--- config.mk ---
export PLATFORM = sky130hd
export DESIGN_NAME = ultrasonic_echo_ranger
export DESIGN_NICKNAME = d
export VERILOG_FILES = /design/src/design/uer_pkg.sv /design/src/design/uer_div.sv /design/src/design/ultrasonic_echo_ranger.sv
export SDC_FILE = /design/constraint.sdc
export NUM_CORES = 1
export LEC_CHECK = 0
export BUFFER_PORTS_ARGS = -buffer_cell sky130_fd_sc_hd__buf_2
export CORE_MARGIN = 2
export CORE_UTILIZATION = 44
export CTS_CLUSTER_SIZE = 28
export DETAILED_ROUTE_END_ITERATION = 8
export GPL_ROUTABILITY_DRIVEN = 0
export SYNTH_ARGS = -nofsm -noshare
export SYNTH_HDL_FRONTEND = slang
export SYNTH_SLANG_ARGS = --single-unit
--- constraint.sdc ---
create_clock -name clk -period 17.5 [get_ports clk]
set_input_delay 1.75 -clock clk [delete_from_list [all_inputs] [get_ports clk]]
set_output_delay 1.75 -clock clk [all_outputs]
set_load 0.02 [all_outputs]
--- src/design/uer_pkg.sv ---
// ----------------------------------------------------------------------------
// uer_pkg
// field widths, register indexes and reset values of the echo ranger
// ----------------------------------------------------------------------------
`timescale 1ns / 1ps
`default_nettype none

package uer_pkg;

	localparam int CFG_IDX_W  = 2;
	localparam int CFG_DATA_W = 20;
	localparam int TRIG_W     = 16;
	localparam int SPEED_W    = 10;
	localparam int DIV_W      = 20;
	localparam int DIST_W     = 16;
	localparam int PULSE_W    = 24;

	// register indexes on the configuration port
	localparam logic [CFG_IDX_W-1:0] REG_TRIGGER_TICKS = 2'd0;
	localparam logic [CFG_IDX_W-1:0] REG_SPEED_FACTOR  = 2'd1;
	localparam logic [CFG_IDX_W-1:0] REG_SCALE_DIVISOR = 2'd2;

	localparam logic [TRIG_W-1:0]  TRIGGER_TICKS_RST = 16'd80;
	localparam logic [SPEED_W-1:0] SPEED_FACTOR_RST  = 10'd343;
	localparam logic [DIV_W-1:0]   SCALE_DIVISOR_RST = 20'd320000;

	localparam logic [DIST_W-1:0]  DIST_MAX  = 16'hFFFF;
	localparam logic [PULSE_W-1:0] PULSE_MAX = 24'hFFFFFF;

endpackage

`default_nettype wire

--- src/design/uer_div.sv ---
// ----------------------------------------------------------------------------
// uer_div
// shared scaling unit: one multiply, then restoring division a bit a cycle
// ----------------------------------------------------------------------------
`timescale 1ns / 1ps
`default_nettype none

module uer_div #(
	parameter int COUNT_WIDTH = 24
) (
	input  wire logic                         clk,
	input  wire logic                         arst_n,
	input  wire logic                         start,
	input  wire logic [COUNT_WIDTH-1:0]       width,
	input  wire logic [uer_pkg::SPEED_W-1:0]  speed,
	input  wire logic [uer_pkg::DIV_W-1:0]    divisor,
	output logic                              done,
	output logic [uer_pkg::DIST_W-1:0]        quotient
);

	localparam int PROD_W = COUNT_WIDTH + uer_pkg::SPEED_W;
	localparam int STEP_W = $clog2(PROD_W);

	typedef enum logic [1:0] {
		D_IDLE,
		D_MUL,
		D_DIV
	} div_state_t;

	div_state_t                    state_q;
	logic [STEP_W-1:0]             step_q;
	logic [PROD_W-1:0]             prod_q;
	logic [uer_pkg::DIV_W-1:0]     rem_q;
	logic [uer_pkg::DIST_W-1:0]    quo_q;
	logic                          sat_q;
	logic                          done_q;
	logic [uer_pkg::DIST_W-1:0]    res_q;

	logic [uer_pkg::DIV_W:0]       trial;
	logic                          ge;
	logic [uer_pkg::DIV_W:0]       rem_nx;

	// one subtract and compare per quotient bit
	always_comb begin
		trial  = {rem_q, prod_q[PROD_W-1]};
		ge     = trial >= {1'b0, divisor};
		rem_nx = ge ? (trial - {1'b0, divisor}) : trial;
	end

	always_ff @(posedge clk or negedge arst_n) begin
		if (!arst_n) begin
			state_q <= D_IDLE;
			step_q  <= '0;
			done_q  <= 1'b0;
			sat_q   <= 1'b0;
		end else begin
			done_q <= 1'b0;
			case (state_q)
				D_IDLE: begin
					if (start) begin
						state_q <= D_MUL;
					end
				end
				D_MUL: begin
					prod_q  <= PROD_W'(width) * PROD_W'(speed);
					rem_q   <= '0;
					quo_q   <= '0;
					sat_q   <= 1'b0;
					step_q  <= '0;
					state_q <= D_DIV;
				end
				D_DIV: begin
					prod_q <= {prod_q[PROD_W-2:0], 1'b0};
					rem_q  <= rem_nx[uer_pkg::DIV_W-1:0];
					quo_q  <= {quo_q[uer_pkg::DIST_W-2:0], ge};
					// a bit shifted out of the top means the result exceeds 16 bits
					sat_q  <= sat_q | quo_q[uer_pkg::DIST_W-1];
					step_q <= step_q + STEP_W'(1);
					if (step_q == STEP_W'(PROD_W - 1)) begin
						res_q   <= (sat_q | quo_q[uer_pkg::DIST_W-1]) ? uer_pkg::DIST_MAX
							: {quo_q[uer_pkg::DIST_W-2:0], ge};
						done_q  <= 1'b1;
						state_q <= D_IDLE;
					end
				end
				default: begin
					state_q <= D_IDLE;
				end
			endcase
		end
	end

	assign done     = done_q;
	assign quotient = res_q;

endmodule

`default_nettype wire

--- src/design/ultrasonic_echo_ranger.sv ---
// ----------------------------------------------------------------------------
// ultrasonic_echo_ranger
// ping/echo distance measurement with a shared multiply-divide scaling unit
// ----------------------------------------------------------------------------
// Each input item is one clock tick of the sensor: a start request and the
// sampled echo level. Every item gives exactly one result item with the
// trigger level, busy, done, the held distance, the echo width and the
// overflow flag. An ordinary tick item goes straight to the result register;
// the block takes the next item in the following cycle unless a result is
// held. The item that sees the falling edge of the echo is accepted, then
// the width by speed product is formed, the restoring division makes one
// quotient bit per cycle on a single shared subtractor, and the result is
// loaded; until then in_stall stays high. The configuration port is always
// ready; the user must see that registers are written only while no item
// is in flight, which the block does not enforce. A zero divisor saturates.
// ----------------------------------------------------------------------------
`timescale 1ns / 1ps
`default_nettype none

module ultrasonic_echo_ranger #(
	parameter int COUNT_WIDTH = 24
) (
	input  wire logic                            clk,
	input  wire logic                            arst_n,
	// tick items in
	input  wire logic                            in_valid,
	output logic                                 in_stall,
	input  wire logic                            start_req,
	input  wire logic                            echo,
	// result items out
	output logic                                 out_valid,
	input  wire logic                            out_stall,
	output logic                                 trigger_out,
	output logic                                 busy_res,
	output logic                                 done_res,
	output logic [uer_pkg::DIST_W-1:0]           distance_cm,
	output logic [uer_pkg::PULSE_W-1:0]          pulse_ticks,
	output logic                                 overflow,
	// register writes
	input  wire logic                            cfg_valid,
	output logic                                 cfg_ready,
	input  wire logic [uer_pkg::CFG_IDX_W-1:0]   cfg_index,
	input  wire logic [uer_pkg::CFG_DATA_W-1:0]  cfg_data
);

	// width used to cap the shown count whatever COUNT_WIDTH is
	localparam int WIDE_W = (COUNT_WIDTH > uer_pkg::PULSE_W) ? COUNT_WIDTH : uer_pkg::PULSE_W;
	localparam logic [COUNT_WIDTH-1:0] CNT_MAX = {COUNT_WIDTH{1'b1}};

	typedef enum logic [1:0] {
		PH_IDLE,
		PH_TRIG,
		PH_WAIT,
		PH_MEAS
	} phase_t;

	// configuration
	logic [uer_pkg::TRIG_W-1:0]  trig_ticks_q;
	logic [uer_pkg::SPEED_W-1:0] speed_q;
	logic [uer_pkg::DIV_W-1:0]   divisor_q;

	// measurement state
	phase_t                      phase_q;
	logic [uer_pkg::TRIG_W-1:0]  trig_cnt_q;
	logic [COUNT_WIDTH-1:0]      width_q;
	logic                        echo_prev_q;
	logic [uer_pkg::DIST_W-1:0]  dist_hold_q;
	logic                        ovf_hold_q;
	logic                        pend_q;       // completing item waits on the scaling unit

	// output register
	logic                        out_valid_q;
	logic                        trig_out_q;
	logic                        busy_out_q;
	logic                        done_out_q;
	logic [uer_pkg::DIST_W-1:0]  dist_out_q;
	logic [uer_pkg::PULSE_W-1:0] pulse_out_q;
	logic                        ovf_out_q;

	// next state
	phase_t                      phase_d;
	logic [uer_pkg::TRIG_W-1:0]  trig_cnt_d;
	logic [COUNT_WIDTH-1:0]      width_d;
	logic                        finish;
	logic                        accept;
	logic [WIDE_W-1:0]           width_ext;
	logic [uer_pkg::PULSE_W-1:0] shown;

	logic                        div_done;
	logic [uer_pkg::DIST_W-1:0]  div_quot;

	// stall while the scaling unit runs or while the result register is held
	assign in_stall  = pend_q | (out_valid_q & out_stall);
	assign accept    = in_valid & ~in_stall;
	assign cfg_ready = 1'b1;

	always_comb begin
		phase_d    = phase_q;
		trig_cnt_d = trig_cnt_q;
		width_d    = width_q;
		finish     = 1'b0;
		case (phase_q)
			PH_IDLE: begin
				if (start_req) begin
					phase_d    = PH_TRIG;
					trig_cnt_d = '0;
				end
			end
			PH_TRIG: begin
				// a length of zero still gives one trigger tick
				trig_cnt_d = trig_cnt_q + uer_pkg::TRIG_W'(1);
				if (trig_cnt_d >= trig_ticks_q) begin
					phase_d = PH_WAIT;
				end
			end
			PH_WAIT: begin
				// a level already high is not an edge
				if (echo && !echo_prev_q) begin
					phase_d = PH_MEAS;
					width_d = COUNT_WIDTH'(1);
				end
			end
			PH_MEAS: begin
				if (echo) begin
					if (width_q != CNT_MAX) begin
						width_d = width_q + COUNT_WIDTH'(1);
					end
				end else begin
					finish  = 1'b1;
					phase_d = PH_IDLE;
				end
			end
			default: begin
				phase_d = PH_IDLE;
			end
		endcase
	end

	// shown count, capped to the field width
	always_comb begin
		width_ext = WIDE_W'(width_d);
		shown     = (width_ext > WIDE_W'(uer_pkg::PULSE_MAX)) ? uer_pkg::PULSE_MAX
			: width_ext[uer_pkg::PULSE_W-1:0];
	end

	uer_div #(
		.COUNT_WIDTH (COUNT_WIDTH)
	) u_div (
		.clk      (clk),
		.arst_n   (arst_n),
		.start    (accept & finish),
		.width    (width_q),
		.speed    (speed_q),
		.divisor  (divisor_q),
		.done     (div_done),
		.quotient (div_quot)
	);

	always_ff @(posedge clk or negedge arst_n) begin
		if (!arst_n) begin
			trig_ticks_q <= uer_pkg::TRIGGER_TICKS_RST;
			speed_q      <= uer_pkg::SPEED_FACTOR_RST;
			divisor_q    <= uer_pkg::SCALE_DIVISOR_RST;
			phase_q      <= PH_IDLE;
			trig_cnt_q   <= '0;
			width_q      <= '0;
			echo_prev_q  <= 1'b0;
			dist_hold_q  <= '0;
			ovf_hold_q   <= 1'b0;
			pend_q       <= 1'b0;
			out_valid_q  <= 1'b0;
		end else begin
			if (cfg_valid) begin
				case (cfg_index)
					uer_pkg::REG_TRIGGER_TICKS: trig_ticks_q <= cfg_data[uer_pkg::TRIG_W-1:0];
					uer_pkg::REG_SPEED_FACTOR:  speed_q      <= cfg_data[uer_pkg::SPEED_W-1:0];
					uer_pkg::REG_SCALE_DIVISOR: divisor_q    <= cfg_data[uer_pkg::DIV_W-1:0];
					default: ;
				endcase
			end

			if (out_valid_q && !out_stall) begin
				out_valid_q <= 1'b0;
			end

			if (accept) begin
				phase_q     <= phase_d;
				trig_cnt_q  <= trig_cnt_d;
				width_q     <= width_d;
				echo_prev_q <= echo;
				if (finish) begin
					// result waits for the scaled distance
					ovf_hold_q <= (width_q == CNT_MAX);
					pend_q     <= 1'b1;
				end else begin
					out_valid_q <= 1'b1;
					trig_out_q  <= (phase_d == PH_TRIG);
					busy_out_q  <= (phase_d != PH_IDLE);
					done_out_q  <= 1'b0;
					dist_out_q  <= dist_hold_q;
					pulse_out_q <= shown;
					ovf_out_q   <= ovf_hold_q;
				end
			end

			// distance ready: show the completing item
			if (div_done) begin
				pend_q      <= 1'b0;
				dist_hold_q <= div_quot;
				out_valid_q <= 1'b1;
				trig_out_q  <= 1'b0;
				busy_out_q  <= 1'b0;
				done_out_q  <= 1'b1;
				dist_out_q  <= div_quot;
				pulse_out_q <= shown;
				ovf_out_q   <= ovf_hold_q;
			end
		end
	end

	assign out_valid   = out_valid_q;
	assign trigger_out = trig_out_q;
	assign busy_res    = busy_out_q;
	assign done_res    = done_out_q;
	assign distance_cm = dist_out_q;
	assign pulse_ticks = pulse_out_q;
	assign overflow    = ovf_out_q;

endmodule

`default_nettype wire

### Word-level counts from Yosys, hierarchy flattened

Cells that the tools add are included.

* bits in registers: 248
* input port bits: 29
* output and inout bits: 47

* $mul: 1
* multiplexer cells: 47
* bitwise logic cells: 6
* $lt $le $gt $ge: 3
* equal/unequal tests: 15
* reductions and logical operators: 22
* add/sub/neg operators: 4

Operator list (number)
* 2-to-1 mux 24 bit: 7
* case mux 34 bit (2 select lines): 1
* 2-to-1 mux 16 bit: 4
* case mux 16 bit (2 select lines): 2
* case mux 24 bit (2 select lines): 1
* case mux 20 bit (2 select lines): 1
* multiplier 24 x 10 -> 34 bit: 1
* adder 24 x 1 -> 24 bit (second input constant): 1
* == test 24 bit (second input constant): 1
* > comparator 24 bit (second input constant): 1
* inequality test 24 bit (second input constant): 1
* greater-or-equal comparator 21 x 20 -> 1 bit: 1
* 2-to-1 mux 1 bit: 20
* 2-to-1 mux 20 bit: 1
* subtractor 20 bit: 1
* adder 16 x 1 -> 16 bit (second input constant): 1
* greater-or-equal comparator 16 bit: 1
* AND reduction 2 bit: 7
* 2-to-1 mux 2 bit: 6
* case mux 6 bit (2 select lines): 1
* nonzero test 2 bit: 5
* AND reduction 3 bit: 3
* == test 2 x 1 -> 1 bit (second input constant): 4
* == test 2 bit (second input constant): 4
* other kinds (13): 22

### Depth between registers and ports, before layout

Gate-level depths: netlist of the first run.

* word-level depth: 9
* gate-level depth with buffers: 23
* gate-level depth less buffers: 20

### Hierarchy

A second synthesis of the first run with hierarchy kept.

* cells, all modules: 2036
* area, all modules: 20143.1 µm²

Modules (own cells, without submodules)
* uer_div: seq. area each 2832.7 µm², times used 1, cells an instance 1372, area an instance 12789.8 µm²
* ultrasonic_echo_ranger: seq. area each 4040.1 µm², times used 1, cells an instance 664, area an instance 7353.3 µm²

### Worst setup path after synthesis of the first run

Ideal clock, no wire load.

* kind: reg-to-reg
* from: reg speed_q[8] in the netlist's numbering
* to: reg u_div.prod_q[31], data pin
* setup time: 0.260 ns
* path slack: 11.573 ns
* cell stages (with the launch flop): 20
* buffers on the path: 1
* arrival time: 5.667 ns
* cells stage by stage: dfstp_2 clkbuf_1 nand2_1 fa_1 fa_1 inv_1 fa_1 fa_1 inv_1 fa_1 inv_1 ha_1 nand2_2 a2111oi_2 nor2_1 o31a_1 o31a_1 or4_1 nand3_1 o21ai_1

* cells in the longest elaborated chain, start to end: 2

RTL lines
* start, declared: line ultrasonic_echo_ranger.sv:59 `logic [uer_pkg::SPEED_W-1:0] speed_q;`
* start signal, assigned: line ultrasonic_echo_ranger.sv:162 `speed_q <= uer_pkg::SPEED_FACTOR_RST;`
* start signal, assigned: line ultrasonic_echo_ranger.sv:176 `uer_pkg::REG_SPEED_FACTOR: speed_q <= cfg_data[uer_pkg::SPEED_W-1:0];`
* multiplier 24 x 10 -> 34 bit: line uer_div.sv:65 `prod_q <= PROD_W'(width) * PROD_W'(speed);`
* case mux 34 bit (2 select lines): line uer_div.sv:58 `case (state_q)`
* end signal, assigned: line uer_div.sv:65
* end signal, assigned: line uer_div.sv:73 `prod_q <= {prod_q[PROD_W-2:0], 1'b0};`
* end, declared: line uer_div.sv:32 `logic [PROD_W-1:0] prod_q;`

Every way passes these cells.
A chain may end at the register's enable or synchronous reset.

### Worst setup path after layout of the first run

* from: reg speed_q[9] in the netlist's numbering
* to: reg u_div.prod_q[31], data pin

Same word-level chain as after synthesis.

==> run summary, run 1 <==
Starting density of the core: 44.35%
Tot GR Track Use: 19.61%
Max clock buf depth: 3
Initial antenna violation count: 0
Critical R2R Launch: speed_q[9]$_DFFE_PN0P_
Asr flop ratio synth: 47.58%
CP Cell Sequence: nand2_1 > fa_1 > fa_1 > inv_1 > fa_1 > fa_1 > inv_1 > fa_1 > inv_1 > ha_1 > nand2_2 > a2111oi_2 > nor2_1 > o31a_1 > o31a_1 > or4_1 > nand3_1 > o21ai_1
Cells after Synth: 1,966
FF-to-FF setup slack: 11.06 ns
Sequential area share after synthesis: 35.20%
CTS tree: built
Cts-stage hold buffer count: 0
Switching fraction of total power: 34.89%
Chip Width: 214.7 µm
Largest net degree at the start of global routing: 89
Tcrit/Tclk final: 36.80%
Mapped Avg Cell Area: 9.933 µm²
Top_reg_cell synth: edfxtp_1
Maxcap violations: 0
#FFs+latches synth: 248
Fin. Hold Viols: 0
Vias after detailed routing: 14,020
Crit-path max cell delay: 0.83 ns
Critical path type: flip-flop to flip-flop
Worst Hold Launch: ovf_hold_q$_DFFE_PN0P_
Reg area: 6873 µm²
Fmax: 0.1553 GHz
IO buf count: 74
GR Overflow Total: 0
Post-detail-place hpwl: 31,730 µm
H-tree levels: 1
Internal power: 1.320 mW
Fin util: 48.46%
Ys Warns: 0
Final Setup Violations: 0
Die height: 214.7 µm
Number of nets in the layout: 2,295
Post-CTS setup buffers: 0
Fill cells: 4,131
Vias in the first global route: 14,150
Detail-routed via count per cell: 5.404
Unique cell type count in the Yosys netlist: 72
FF-to-FF End: u_div.prod_q[31]$_DFFE_PP_
Worst Hold Depth: 0
First-pass GRT wire length: 73,790 µm
Core Rows: 77
Sequential Power Share: 39.5%
Post-Syn Area: 19,530 µm²
Drt pass-1 iters: 5
PwrDens: 95.02 nW/µm²
CTS Sinks: 248
Die area: 46,080 µm²
Highest fanout seen on the critical path: 25
Syn Nets: 2,282
Worst Setup End Kind: flip-flop
Post-route setup TNS: 0 ns
Data arrival, critical path: 6.77 ns
Pins Over Slew Limit: 0
Clock Latency Late Sink: 0.58 ns
Multi-input logic area: 11,430 µm²
Root Buffer Master: clkbuf_16
Post-CTS sizing: 0
R2R cell count: 18
Crit-path most repeated cell: fa_1
P_sw: 0.7074 mW
Outcome: completed
Number of synthesized flops with an enable pin: 130
CP required: 17.83 ns
Number of DRC markers in iteration 0: 977
Worst setup SP type: flip-flop
Hold crit path type: flip-flop to flip-flop
Slowest-stage cell, CP: dfrtp_1
Post-route DRC: 0
RSZ-0062 raised after global routing: no
I/O pins: 76
Pleak: 10.04 nW
Clock Power Share: 30.8%
Hold EP: overflow$_DFFE_PP_
Clk pin slew, worst setup/hold paths: 0.07 ns
WL/cell: 16.99 µm
Worst slew margin relative to its limit: 23.28%
Ant diodes: 0
Least-Margin Pin Slew: 1.151 ns
Logic pwr share: 29.7%
Area of the core: 44,030 µm²
Final wirelength: 44,080 µm
Post-layout minimum cycle time: 6.440 ns
Area Growth Syn to Fin: 9.265%
Worst Skew: 0.01442 ns
Worst Hold Slack: 0.4577 ns
Antenna Nets Post-Route: 0
Proportion of layout cells with a drive suffix above 1: 11.09%
CTS Buf Count: 29
Maximum vdd drop: 0.09083 mV
-- logic make-up after synthesis --
group / synth area share [%]
AO/OA/AOI/OAI: 10.37
XOR/XNOR: 2.467
adder cells (fa/ha/maj): 25.12
buffers and inverters: 6.363
flip-flops: 35.20
multiplexers: 4.229
other: 0.01920
AND/OR/NAND/NOR: 16.24
-- cells in the mapped netlist, drive strengths merged, types with 6 or more instances --
master | n | area, µm²
nand4 | 18 | 112.6
nand2b | 12 | 75.07
nor3 | 16 | 80.08
xor2 | 24 | 210.2
mux2 | 60 | 675.7
ha | 112 | 1401
nor4 | 8 | 56.30
buf | 6 | 30.03
clkbuf | 97 | 364.1
dfrtp | 105 | 2628
a22o | 13 | 113.9
inv | 225 | 844.6
mux2i | 15 | 150.1
nor2 | 78 | 292.8
and2 | 147 | 919.6
xnor2 | 31 | 271.5
fa | 175 | 3503
o31a | 6 | 52.55
a211oi | 9 | 72.57
edfxtp | 130 | 3904
a21oi | 64 | 324.1
o21a | 10 | 75.07
dfstp | 13 | 341.6
nor2b | 10 | 62.56
o21ai | 115 | 575.6
nand3 | 35 | 175.2
nand2 | 273 | 1027
or3 | 21 | 131.4
a21o | 29 | 217.7
a31oi | 21 | 137.6
o31ai | 13 | 122.6
and3 | 19 | 118.9
-- final cells by class --
cell class / count / share of cell area (%)
Tap cell: 592 / 3.472
Clock buffer: 44 / 4.046
Clock inverter: 10 / 0.6099
Inverter: 226 / 3.976
Timing Repair Buffer: 85 / 2.135
Sequential cell: 248 / 32.21
Multi-Input combinational cell: 1389 / 53.55
-- cells in the final DEF (no fill, tap or decap), types with 5 or more instances in the layout --
cell | synthesis | routed
a211oi_1 | 8 | 8
a21o_1 | 29 | 29
a21oi_1 | 63 | 62
a22o_1 | 13 | 13
a31oi_1 | 20 | 20
and2_1 | 146 | 145
and3_1 | 19 | 19
buf_2 | 3 | 73
buf_4 | 1 | 12
clkbuf_1 | 97 | 8
clkbuf_16 | 0 | 30
clkbuf_8 | 0 | 6
dfrtp_1 | 105 | 105
dfstp_2 | 13 | 13
edfxtp_1 | 130 | 130
fa_1 | 175 | 175
ha_1 | 112 | 111
inv_1 | 225 | 225
mux2_2 | 59 | 59
mux2i_1 | 15 | 15
nand2_1 | 272 | 272
nand2b_1 | 12 | 12
nand3_1 | 35 | 35
nand3b_1 | 5 | 5
nand4_1 | 18 | 18
nor2_1 | 78 | 78
nor2b_1 | 10 | 10
nor3_1 | 16 | 16
nor4_1 | 7 | 7
o21a_1 | 10 | 9
o21ai_0 | 108 | 108
o21ai_1 | 7 | 7
o21bai_1 | 5 | 5
o31a_1 | 6 | 6
o31ai_1 | 8 | 8
o31ai_2 | 5 | 5
or3_1 | 21 | 21
xnor2_1 | 31 | 31
xor2_1 | 24 | 24
-- power groups by stage --
stage	registers [mW]	clock network [mW]	logic, mW
3_5_place_dp	0.811	0	0.606
6_report	0.801	0.625	0.601
3_3_place_gp	0.807	0	0.594
4_1_cts	0.800	0.642	0.610
5_1_grt	0.813	0.665	0.690
2_1_floorplan	0.771	0	0.474
-- worst max path at each step --
stage | startpoint | endpoint | slack (ns) | cells past startpoint
floorplan | speed_q[8]$_DFFE_PN1P_ | u_div.prod_q[31]$_DFFE_PP_ | 11.57 | 19
global placement | speed_q[9]$_DFFE_PN0P_ | u_div.prod_q[31]$_DFFE_PP_ | 11.13 | 18
global route | speed_q[9]$_DFFE_PN0P_ | u_div.prod_q[32]$_DFFE_PP_ | 10.69 | 18
CTS | speed_q[9]$_DFFE_PN0P_ | u_div.prod_q[31]$_DFFE_PP_ | 11.06 | 18
detailed placement | speed_q[9]$_DFFE_PN0P_ | u_div.prod_q[31]$_DFFE_PP_ | 11.07 | 18
finish | speed_q[9]$_DFFE_PN0P_ | u_div.prod_q[31]$_DFFE_PP_ | 11.06 | 18
-- registers in the layout, summed over array words and instances, names as in the netlist, 2 cells and up --
| name | cells |
|---|---|
| dist_hold_q | 16 |
| distance_cm | 16 |
| divisor_q | 20 |
| phase_q | 2 |
| pulse_ticks | 24 |
| speed_q | 10 |
| trig_cnt_q | 16 |
| trig_ticks_q | 16 |
| u_div.prod_q | 34 |
| u_div.quo_q | 16 |
| u_div.quotient | 16 |
| u_div.rem_q | 20 |
| u_div.state_q | 2 |
| u_div.step_q | 6 |
| width_q | 24 |
-- per-layer routing --
metal	up-vias	wire length (µm)	track usage, %
met2	328	21220	32.79
met1	7042	19810	26.73
li1	6574	-	-
met3	73	1751	2.610
met5	-	0	0
met4	0	1293	5.671
-- per-stage QoR --
stage          worst slack [ns]  instance area (µm²)  power [mW]  cells
2_1_floorplan             11.57                19530       1.245   1966
3_3_place_gp              11.13                20340       1.401   2540
3_5_place_dp              11.07                20340       1.417   2540
4_1_cts                   11.06                21340       2.052   2594
5_1_grt                   10.69                21340       2.167   2594
6_report                  11.06                21340       2.027   2594
-- critical path, delay by kind of cell (launching register included) --
kind / cells / cell delay (ns)
adders and majority gates: 6 / 3.03
AOI/OAI and AO/OA: 4 / 1.12
and+or+nand+nor: 5 / 1.05
DFF: 1 / 0.83
buffers and inverters: 3 / 0.14
(Power assumes the default switching activity.)
==> run 2: changes to the inputs <==
==> constraint.sdc (replaced) <==
create_clock -name clk -period 6.3 [get_ports clk]
set_input_delay 0.63 -clock clk [delete_from_list [all_inputs] [get_ports clk]]
set_output_delay 0.63 -clock clk [all_outputs]
set_load 0.02 [all_outputs]
==> run 2 against run 1 <==
  * Combinational power grew to 2.9 times the previous value
  * Power increased to 2.8 times the previous value
  * Sequential share of layout area down 0.40 points
  * Clock-buffer cell count is 8 lower
  * Fmax increased by 7.8%
  * Critical endpoint is now u_div.prod_q[32]$_DFFE_PP_
  * Clock power increased to 2.8 times the previous value
==> run summary, run 2 (synthesis results as in run 1) <==
Final Setup Violations: 0 (unchanged)
Dpl ws: 0.2042 ns (-10.87 ns)
Critical path type: flip-flop to flip-flop
CP required: 6.76 ns (-11.07 ns)
R2R cell count: 18 (unchanged)
Starting density of the core: 44.35% (unchanged)
Slowest-stage cell, CP: dfrtp_1
Area of the core: 44,030 µm² (unchanged)
Setup slack after layout: 0.3256 ns (-10.73 ns)
Detail-routed via count per cell: 5.348 (-1.0%)
CTS Sinks: 248 (unchanged)
Ant diodes: 0 (unchanged)
Final wirelength: 44,690 µm (+1.4%)
Worst Hold Slack: 0.1179 ns (-0.3399 ns)
Fin util: 49.12% (+0.66 points)
Tot GR Track Use: 19.98% (+0.37 points)
Commonest non-fill, non-tap cell in the layout: nand2_1
Vias after detailed routing: 14,060 (+0.31%)
Drt pass-1 iters: 5 (unchanged)
Fmax: 0.1674 GHz (+7.8%)
GR Overflow Total: 0 (unchanged)
Critical R2R Launch: width_q[9]$_DFFE_PN0P_
Clk pin slew, worst setup/hold paths: 0.06 ns (about the same)
Maximum vdd drop: 0.2498 mV (+170%)
Tcrit/Tclk final: 94.83% (+58 points)
Commonest cells after routing, fill and taps aside: nand2_1, inv_1, fa_1
Worst Skew: 0.02766 ns (+0.01325 ns)
Core Rows: 77 (unchanged)
Fin cells: 2,629 (+1.3%)
IO buf count: 74 (unchanged)
H-tree levels: 1 (unchanged)
Data arrival, critical path: 6.44 ns (-0.33 ns)
Post-Place Cells: 2,573 (+1.3%)
Largest register FFs: 34 (unchanged)
Largest net degree at the start of global routing: 90 (+1.1%)
Post-route setup TNS: 0 ns (unchanged)
Post-route DRC: 0 (unchanged)
Number of DRC markers in iteration 0: 926 (-5.2%)
Worst slew margin relative to its limit: 22.75% (-0.53 points)
CTS tree: built
Least-Margin Pin Slew: 1.159 ns (+0.007899 ns)
Crit-path max cell delay: 0.66 ns (-0.17 ns)
Cts-stage hold buffer count: 0 (unchanged)
Worst setup SP type: flip-flop
Antenna Nets Post-Route: 0 (unchanged)
PwrDens: 264.5 nW/µm² (+180%)
Pleak: 10.21 nW (+1.7%)
WL/cell: 17.00 µm (about the same)
Crit-path most repeated cell: fa_1
Chip Width: 214.7 µm (unchanged)
Post-detail-place hpwl: 33,400 µm (+5.3%)
Highest fanout seen on the critical path: 11 (-56%)
CTS Buf Count: 30 (+3.4%)
Design Power: 5.720 mW (+180%)
First-pass GRT wire length: 74,760 µm (+1.3%)
FF-to-FF End: u_div.prod_q[32]$_DFFE_PP_
Vias in the first global route: 14,490 (+2.4%)
Die area: 46,080 µm² (unchanged)
Hold crit path type: primary input to async pin
Pins Over Slew Limit: 0 (unchanged)
CP Cell Sequence: nand2_1 > fa_1 > inv_1 > fa_1 > fa_1 > fa_1 > inv_1 > fa_1 > inv_1 > ha_1 > nand2_1 > nor3_1 > a211oi_2 > o31ai_2 > a31oi_2 > o31ai_2 > mux2_1 > nor2_1
Worst Setup End Kind: flip-flop
I/O pins: 76 (unchanged)
Largest Register: u_div.prod_q
Number of nets in the layout: 2,329 (+1.5%)
Initial antenna violation count: 0 (unchanged)
Fin area: 21,630 µm² (+1.4%)
RSZ-0062 raised after global routing: no
Post-layout minimum cycle time: 5.974 ns (-0.4658 ns)
Fin. Hold Viols: 0 (unchanged)
Max clock buf depth: 3 (unchanged)
Placed inst area: 20,590 µm² (+1.2%)
Outcome: completed
Root Buffer Master: clkbuf_16
Proportion of layout cells with a drive suffix above 1: 13.16% (+2.1 points)
Area Growth Syn to Fin: 10.76%
Die height: 214.7 µm (unchanged)
Clock Latency Late Sink: 0.60 ns (+0.02 ns)
Maxcap violations: 0 (unchanged)
FF-to-FF setup slack: 0.33 ns (-10.73 ns)
run 2: cell types whose count changed in the layout (fill, tap and decap cells not counted), sizes merged:
| cell | change |
|---|---|
| buf | +33 |
| bufinv | +1 |
| clkinv | +4 |
| clkbuf | -8 |
| inv | +3 |
| clkinvlp | +2 |
run 2: where the power goes:
group / internal, mW / switching, mW
sequential: 1.98 / 0.194
clock: 1.04 / 0.737
combinational: 0.680 / 1.08
run 2: repair_timing:
item / 4_1_cts / 5_1_grt
endpoints found under the setup margin: 0 / 7
resized for setup: 0 / 8
setup buffers: 0 / 0
endpoints found under the hold margin: 0 / 0
run 2: metal layers:
layer  vias up  global-route usage [%]  routed length, µm
met5         -                       0                  0
met4         0                   6.597               1551
met3        86                   2.894               1953
met2       281                   33.12              21410
met1      7035                   27.01              19770
li1       6658                       -                  -
run 2: critical path, delay by kind of cell, from the launching register on:
| kind | cells | cell delay (ns) |
|---|---|---|
| mux | 1 | 0.36 |
| compound gates | 4 | 1.13 |
| fa+ha+maj | 6 | 2.93 |
| flops | 1 | 0.66 |
| simple gates | 4 | 0.61 |
| buf+inv | 3 | 0.15 |
run 2: area by class of cell:
cell class / instances / area (µm²)
Clock inverter: 20 / 221.5
Multi-Input combinational cell: 1389 / 11430
Timing Repair Buffer: 118 / 703.2
Tap cell: 592 / 740.7
Sequential cell: 248 / 6880
Inverter: 226 / 848.3
Fill cell: 4118 / 22400
Clock buffer: 36 / 803.3
run 2: how the worst max path moves through the flow:
| stage | from | end | slack (ns) | depth (start not counted) |
|---|---|---|---|---|
| after floorplan | speed_q[8]$_DFFE_PN1P_ | u_div.prod_q[31]$_DFFE_PP_ | 0.37 | 19 |
| after CTS | speed_q[3]$_DFFE_PN0P_ | u_div.prod_q[32]$_DFFE_PP_ | 0.21 | 18 |
| after global placement | speed_q[3]$_DFFE_PN0P_ | u_div.prod_q[31]$_DFFE_PP_ | 0.31 | 18 |
| after global routing | width_q[9]$_DFFE_PN0P_ | u_div.prod_q[32]$_DFFE_PP_ | 0.02 | 18 |
| after detailed placement | speed_q[3]$_DFFE_PN0P_ | u_div.prod_q[31]$_DFFE_PP_ | 0.20 | 18 |
| final | width_q[9]$_DFFE_PN0P_ | u_div.prod_q[32]$_DFFE_PP_ | 0.33 | 18 |
==> run 3: changes to the inputs <==
--- a/config.mk
+++ b/config.mk
@@ -11,6 +11,7 @@
 export CTS_CLUSTER_SIZE = 28
 export DETAILED_ROUTE_END_ITERATION = 8
 export GPL_ROUTABILITY_DRIVEN = 0
+export RECOVER_POWER = 50
 export SYNTH_ARGS = -nofsm -noshare
 export SYNTH_HDL_FRONTEND = slang
 export SYNTH_SLANG_ARGS = --single-unit
==> run 3 against run 2 <==
  * The flow now finishes with violations (capacitance limit, slew limit)
  * Via count barely moved
  * Sequential share of layout area increased by 0.12 points
  * Critical path depth did not move
  * Sequential cell count unchanged
  * Clock skew up 0.0019 ns
  * Worst setup slack worse by 0.0055 ns
  * Die area unchanged
  * Fmax about the same
  * Register-to-register slack about the same
  * Combinational power is essentially flat
  * Wire length hardly changed
==> run summary, run 3 (synthesis results as in run 1) <==
Die area: 46,080 µm² (unchanged)
Largest Register: u_div.prod_q
Hold crit path type: primary input to flip-flop
Hold EP: trig_ticks_q[12]$_DFFE_PN0P_
Final Setup Violations: 0 (unchanged)
Highest fanout seen on the critical path: 11 (unchanged)
Final wirelength: 44,690 µm (about the same)
Starting density of the core: 44.35% (unchanged)
Crit-path max cell delay: 0.67 ns (about the same)
Vias in the first global route: 14,490 (unchanged)
RSZ-0062 raised after global routing: no
Drt pass-1 iters: 5 (unchanged)
Commonest non-fill, non-tap cell in the layout: nand2_1
Least-Margin Pin Slew: 3.321 ns (+2.162 ns)
Clock Latency Late Sink: 0.60 ns (about the same)
Antenna Nets Post-Route: 0 (unchanged)
Commonest cells after routing, fill and taps aside: nand2_1, inv_1, fa_1
Tot GR Track Use: 19.98% (unchanged)
Post-route DRC: 0 (unchanged)
Max clock buf depth: 3 (unchanged)
Start point of the critical path: width_q[9]$_DFFE_PN0P_
CTS Sinks: 248 (unchanged)
Fmax: 0.1672 GHz (about the same)
Proportion of layout cells with a drive suffix above 1: 9.818% (-3.3 points)
Largest net degree at the start of global routing: 90 (unchanged)
Area Growth Syn to Fin: 10.35%
Core Rows: 77 (unchanged)
FF-to-FF setup slack: 0.32 ns (about the same)
Worst setup SP type: flip-flop
FF-to-FF End: u_div.prod_q[32]$_DFFE_PP_
Crit path max-delay family: adder cells
Cts-stage hold buffer count: 0 (unchanged)
Chip Width: 214.7 µm (unchanged)
Critical path type: flip-flop to flip-flop
Design Power: 5.709 mW (-0.19%)
Worst Hold Depth: 3
Number of DRC markers in iteration 0: 951 (+2.7%)
CP required: 6.76 ns (about the same)
Ant diodes: 0 (unchanged)
CP Buf/Inv Count: 3 (unchanged)
Fin util: 48.94% (-0.18 points)
Area of the core: 44,030 µm² (unchanged)
Worst Setup End Kind: flip-flop
PwrDens: 264.9 nW/µm² (+0.18%)
Largest register FFs: 34 (unchanged)
GR Overflow Total: 0 (unchanged)
Failing checks: capacitance limit, slew limit
Crit-path most repeated cell: fa_1
Worst Hold Launch: cfg_data[12]
Tcrit/Tclk final: 94.92% (about the same)
Detail-routed via count per cell: 5.351 (about the same)
Vias after detailed routing: 14,070 (+0.064%)
IO buf count: 74 (unchanged)
Maxcap violations: 2 (+2)
Pleak: 10.08 nW (-1.4%)
Post-detail-place hpwl: 33,400 µm (unchanged)
Number of nets in the layout: 2,329 (unchanged)
Post-layout minimum cycle time: 5.980 ns (+0.005516 ns)
First-pass GRT wire length: 74,760 µm (unchanged)
Die height: 214.7 µm (unchanged)
Post-route setup TNS: 0 ns (unchanged)
Slowest-stage cell, CP: dfrtp_1
WL/cell: 17.00 µm (about the same)
Worst Skew: 0.02957 ns (+0.001911 ns)
CTS Buf Count: 30 (unchanged)
Fin. Hold Viols: 0 (unchanged)
CP Cell Sequence: nand2_1 > fa_1 > inv_1 > fa_1 > fa_1 > fa_1 > inv_1 > fa_1 > inv_1 > ha_1 > nand2_1 > nor3_1 > a211oi_2 > o31ai_2 > a31oi_2 > o31ai_2 > mux2_1 > nor2_1
Data arrival, critical path: 6.44 ns (about the same)
Fin area: 21,550 µm² (-0.37%)
H-tree levels: 1 (unchanged)
R2R cell count: 18 (unchanged)
Worst slew margin relative to its limit: -121.4% (-140 points)
I/O pins: 76 (unchanged)
CTS tree: built
Outcome: finished with violations
Fill cells: 4,140 (+0.53%)
Clk pin slew, worst setup/hold paths: 0.06 ns (about the same)
Initial antenna violation count: 0 (unchanged)
Placed inst area: 20,590 µm² (unchanged)
Root Buffer Master: clkbuf_16
Pins Over Slew Limit: 127 (+127)
Maximum vdd drop: 0.2500 mV (+0.10%)
Critical R2R Launch: width_q[9]$_DFFE_PN0P_
## run 3: changes by cell type in the layout (fill, tap and decap cells not counted), sizes merged
cell and delta:
clkbuf +51, buf -51
## run 3: metal layers
metal / global-route usage [%] / vias up / wire length (µm)
met5: 0 / - / 0
met4: 6.597 / 0 / 1464
met3: 2.894 / 81 / 2007
met2: 33.12 / 279 / 21510
met1: 27.01 / 7056 / 19700
li1: - / 6653 / -
## run 3: worst max-delay path by stage
stage | to | slack (ns) | cells after the start
2_1_floorplan | u_div.prod_q[31]$_DFFE_PP_ | 0.37 | 19
3_3_place_gp | u_div.prod_q[31]$_DFFE_PP_ | 0.31 | 18
4_1_cts | u_div.prod_q[32]$_DFFE_PP_ | 0.21 | 18
5_1_grt | u_div.prod_q[32]$_DFFE_PP_ | 0.02 | 18
6_report | u_div.prod_q[32]$_DFFE_PP_ | 0.32 | 18
3_5_place_dp | u_div.prod_q[31]$_DFFE_PP_ | 0.20 | 18
## run 3: worst register-to-register path: stages, from the launching register on
cell,delay (ns)
dfrtp_1,0.67
nand2_1,0.15
fa_1,0.53
inv_1,0.05
fa_1,0.54
fa_1,0.44
fa_1,0.55
inv_1,0.06
fa_1,0.53
inv_1,0.04
ha_1,0.34
nand2_1,0.14
nor3_1,0.24
a211oi_2,0.13
o31ai_2,0.40
a31oi_2,0.20
o31ai_2,0.40
mux2_1,0.36
nor2_1,0.09
## run 3: power breakdown
| group | switching [mW] | total (mW) | leakage, nW | internal, mW |
|---|---|---|---|---|
| clock | 0.736 | 1.78 | 0.504 | 1.04 |
| combinational | 1.09 | 1.75 | 6.84 | 0.667 |
| sequential | 0.195 | 2.18 | 2.73 | 1.98 |
## run 3: per-stage QoR
stage,setup WS (ns),hold WS (ns),cells
after floorplan,0.3734,0.3344,1966
after global placement,0.3063,0.4382,2573
after detailed placement,0.2042,0.4473,2573
after CTS,0.2102,0.1310,2629
after global routing,0.01602,0.2524,2629
final,0.3201,0.2529,2629
## run 3: cell type report
| class | count | area [µm²] | share of cell area (%) |
|---|---|---|---|
| Clock buffer | 36 | 803.3 | 3.728 |
| Clock inverter | 20 | 221.5 | 1.028 |
| Inverter | 226 | 848.3 | 3.937 |
| Multi-Input combinational cell | 1389 | 11420 | 53.01 |
| Sequential cell | 248 | 6880 | 31.93 |
| Tap cell | 592 | 740.7 | 3.437 |
| Timing Repair Buffer | 118 | 630.6 | 2.926 |
## run 3: repair_timing
action | 4_1_cts | 5_1_grt
endpoints found under the setup margin | 0 | 7
resized for setup | 0 | 8
buffers inserted | 0 | 0
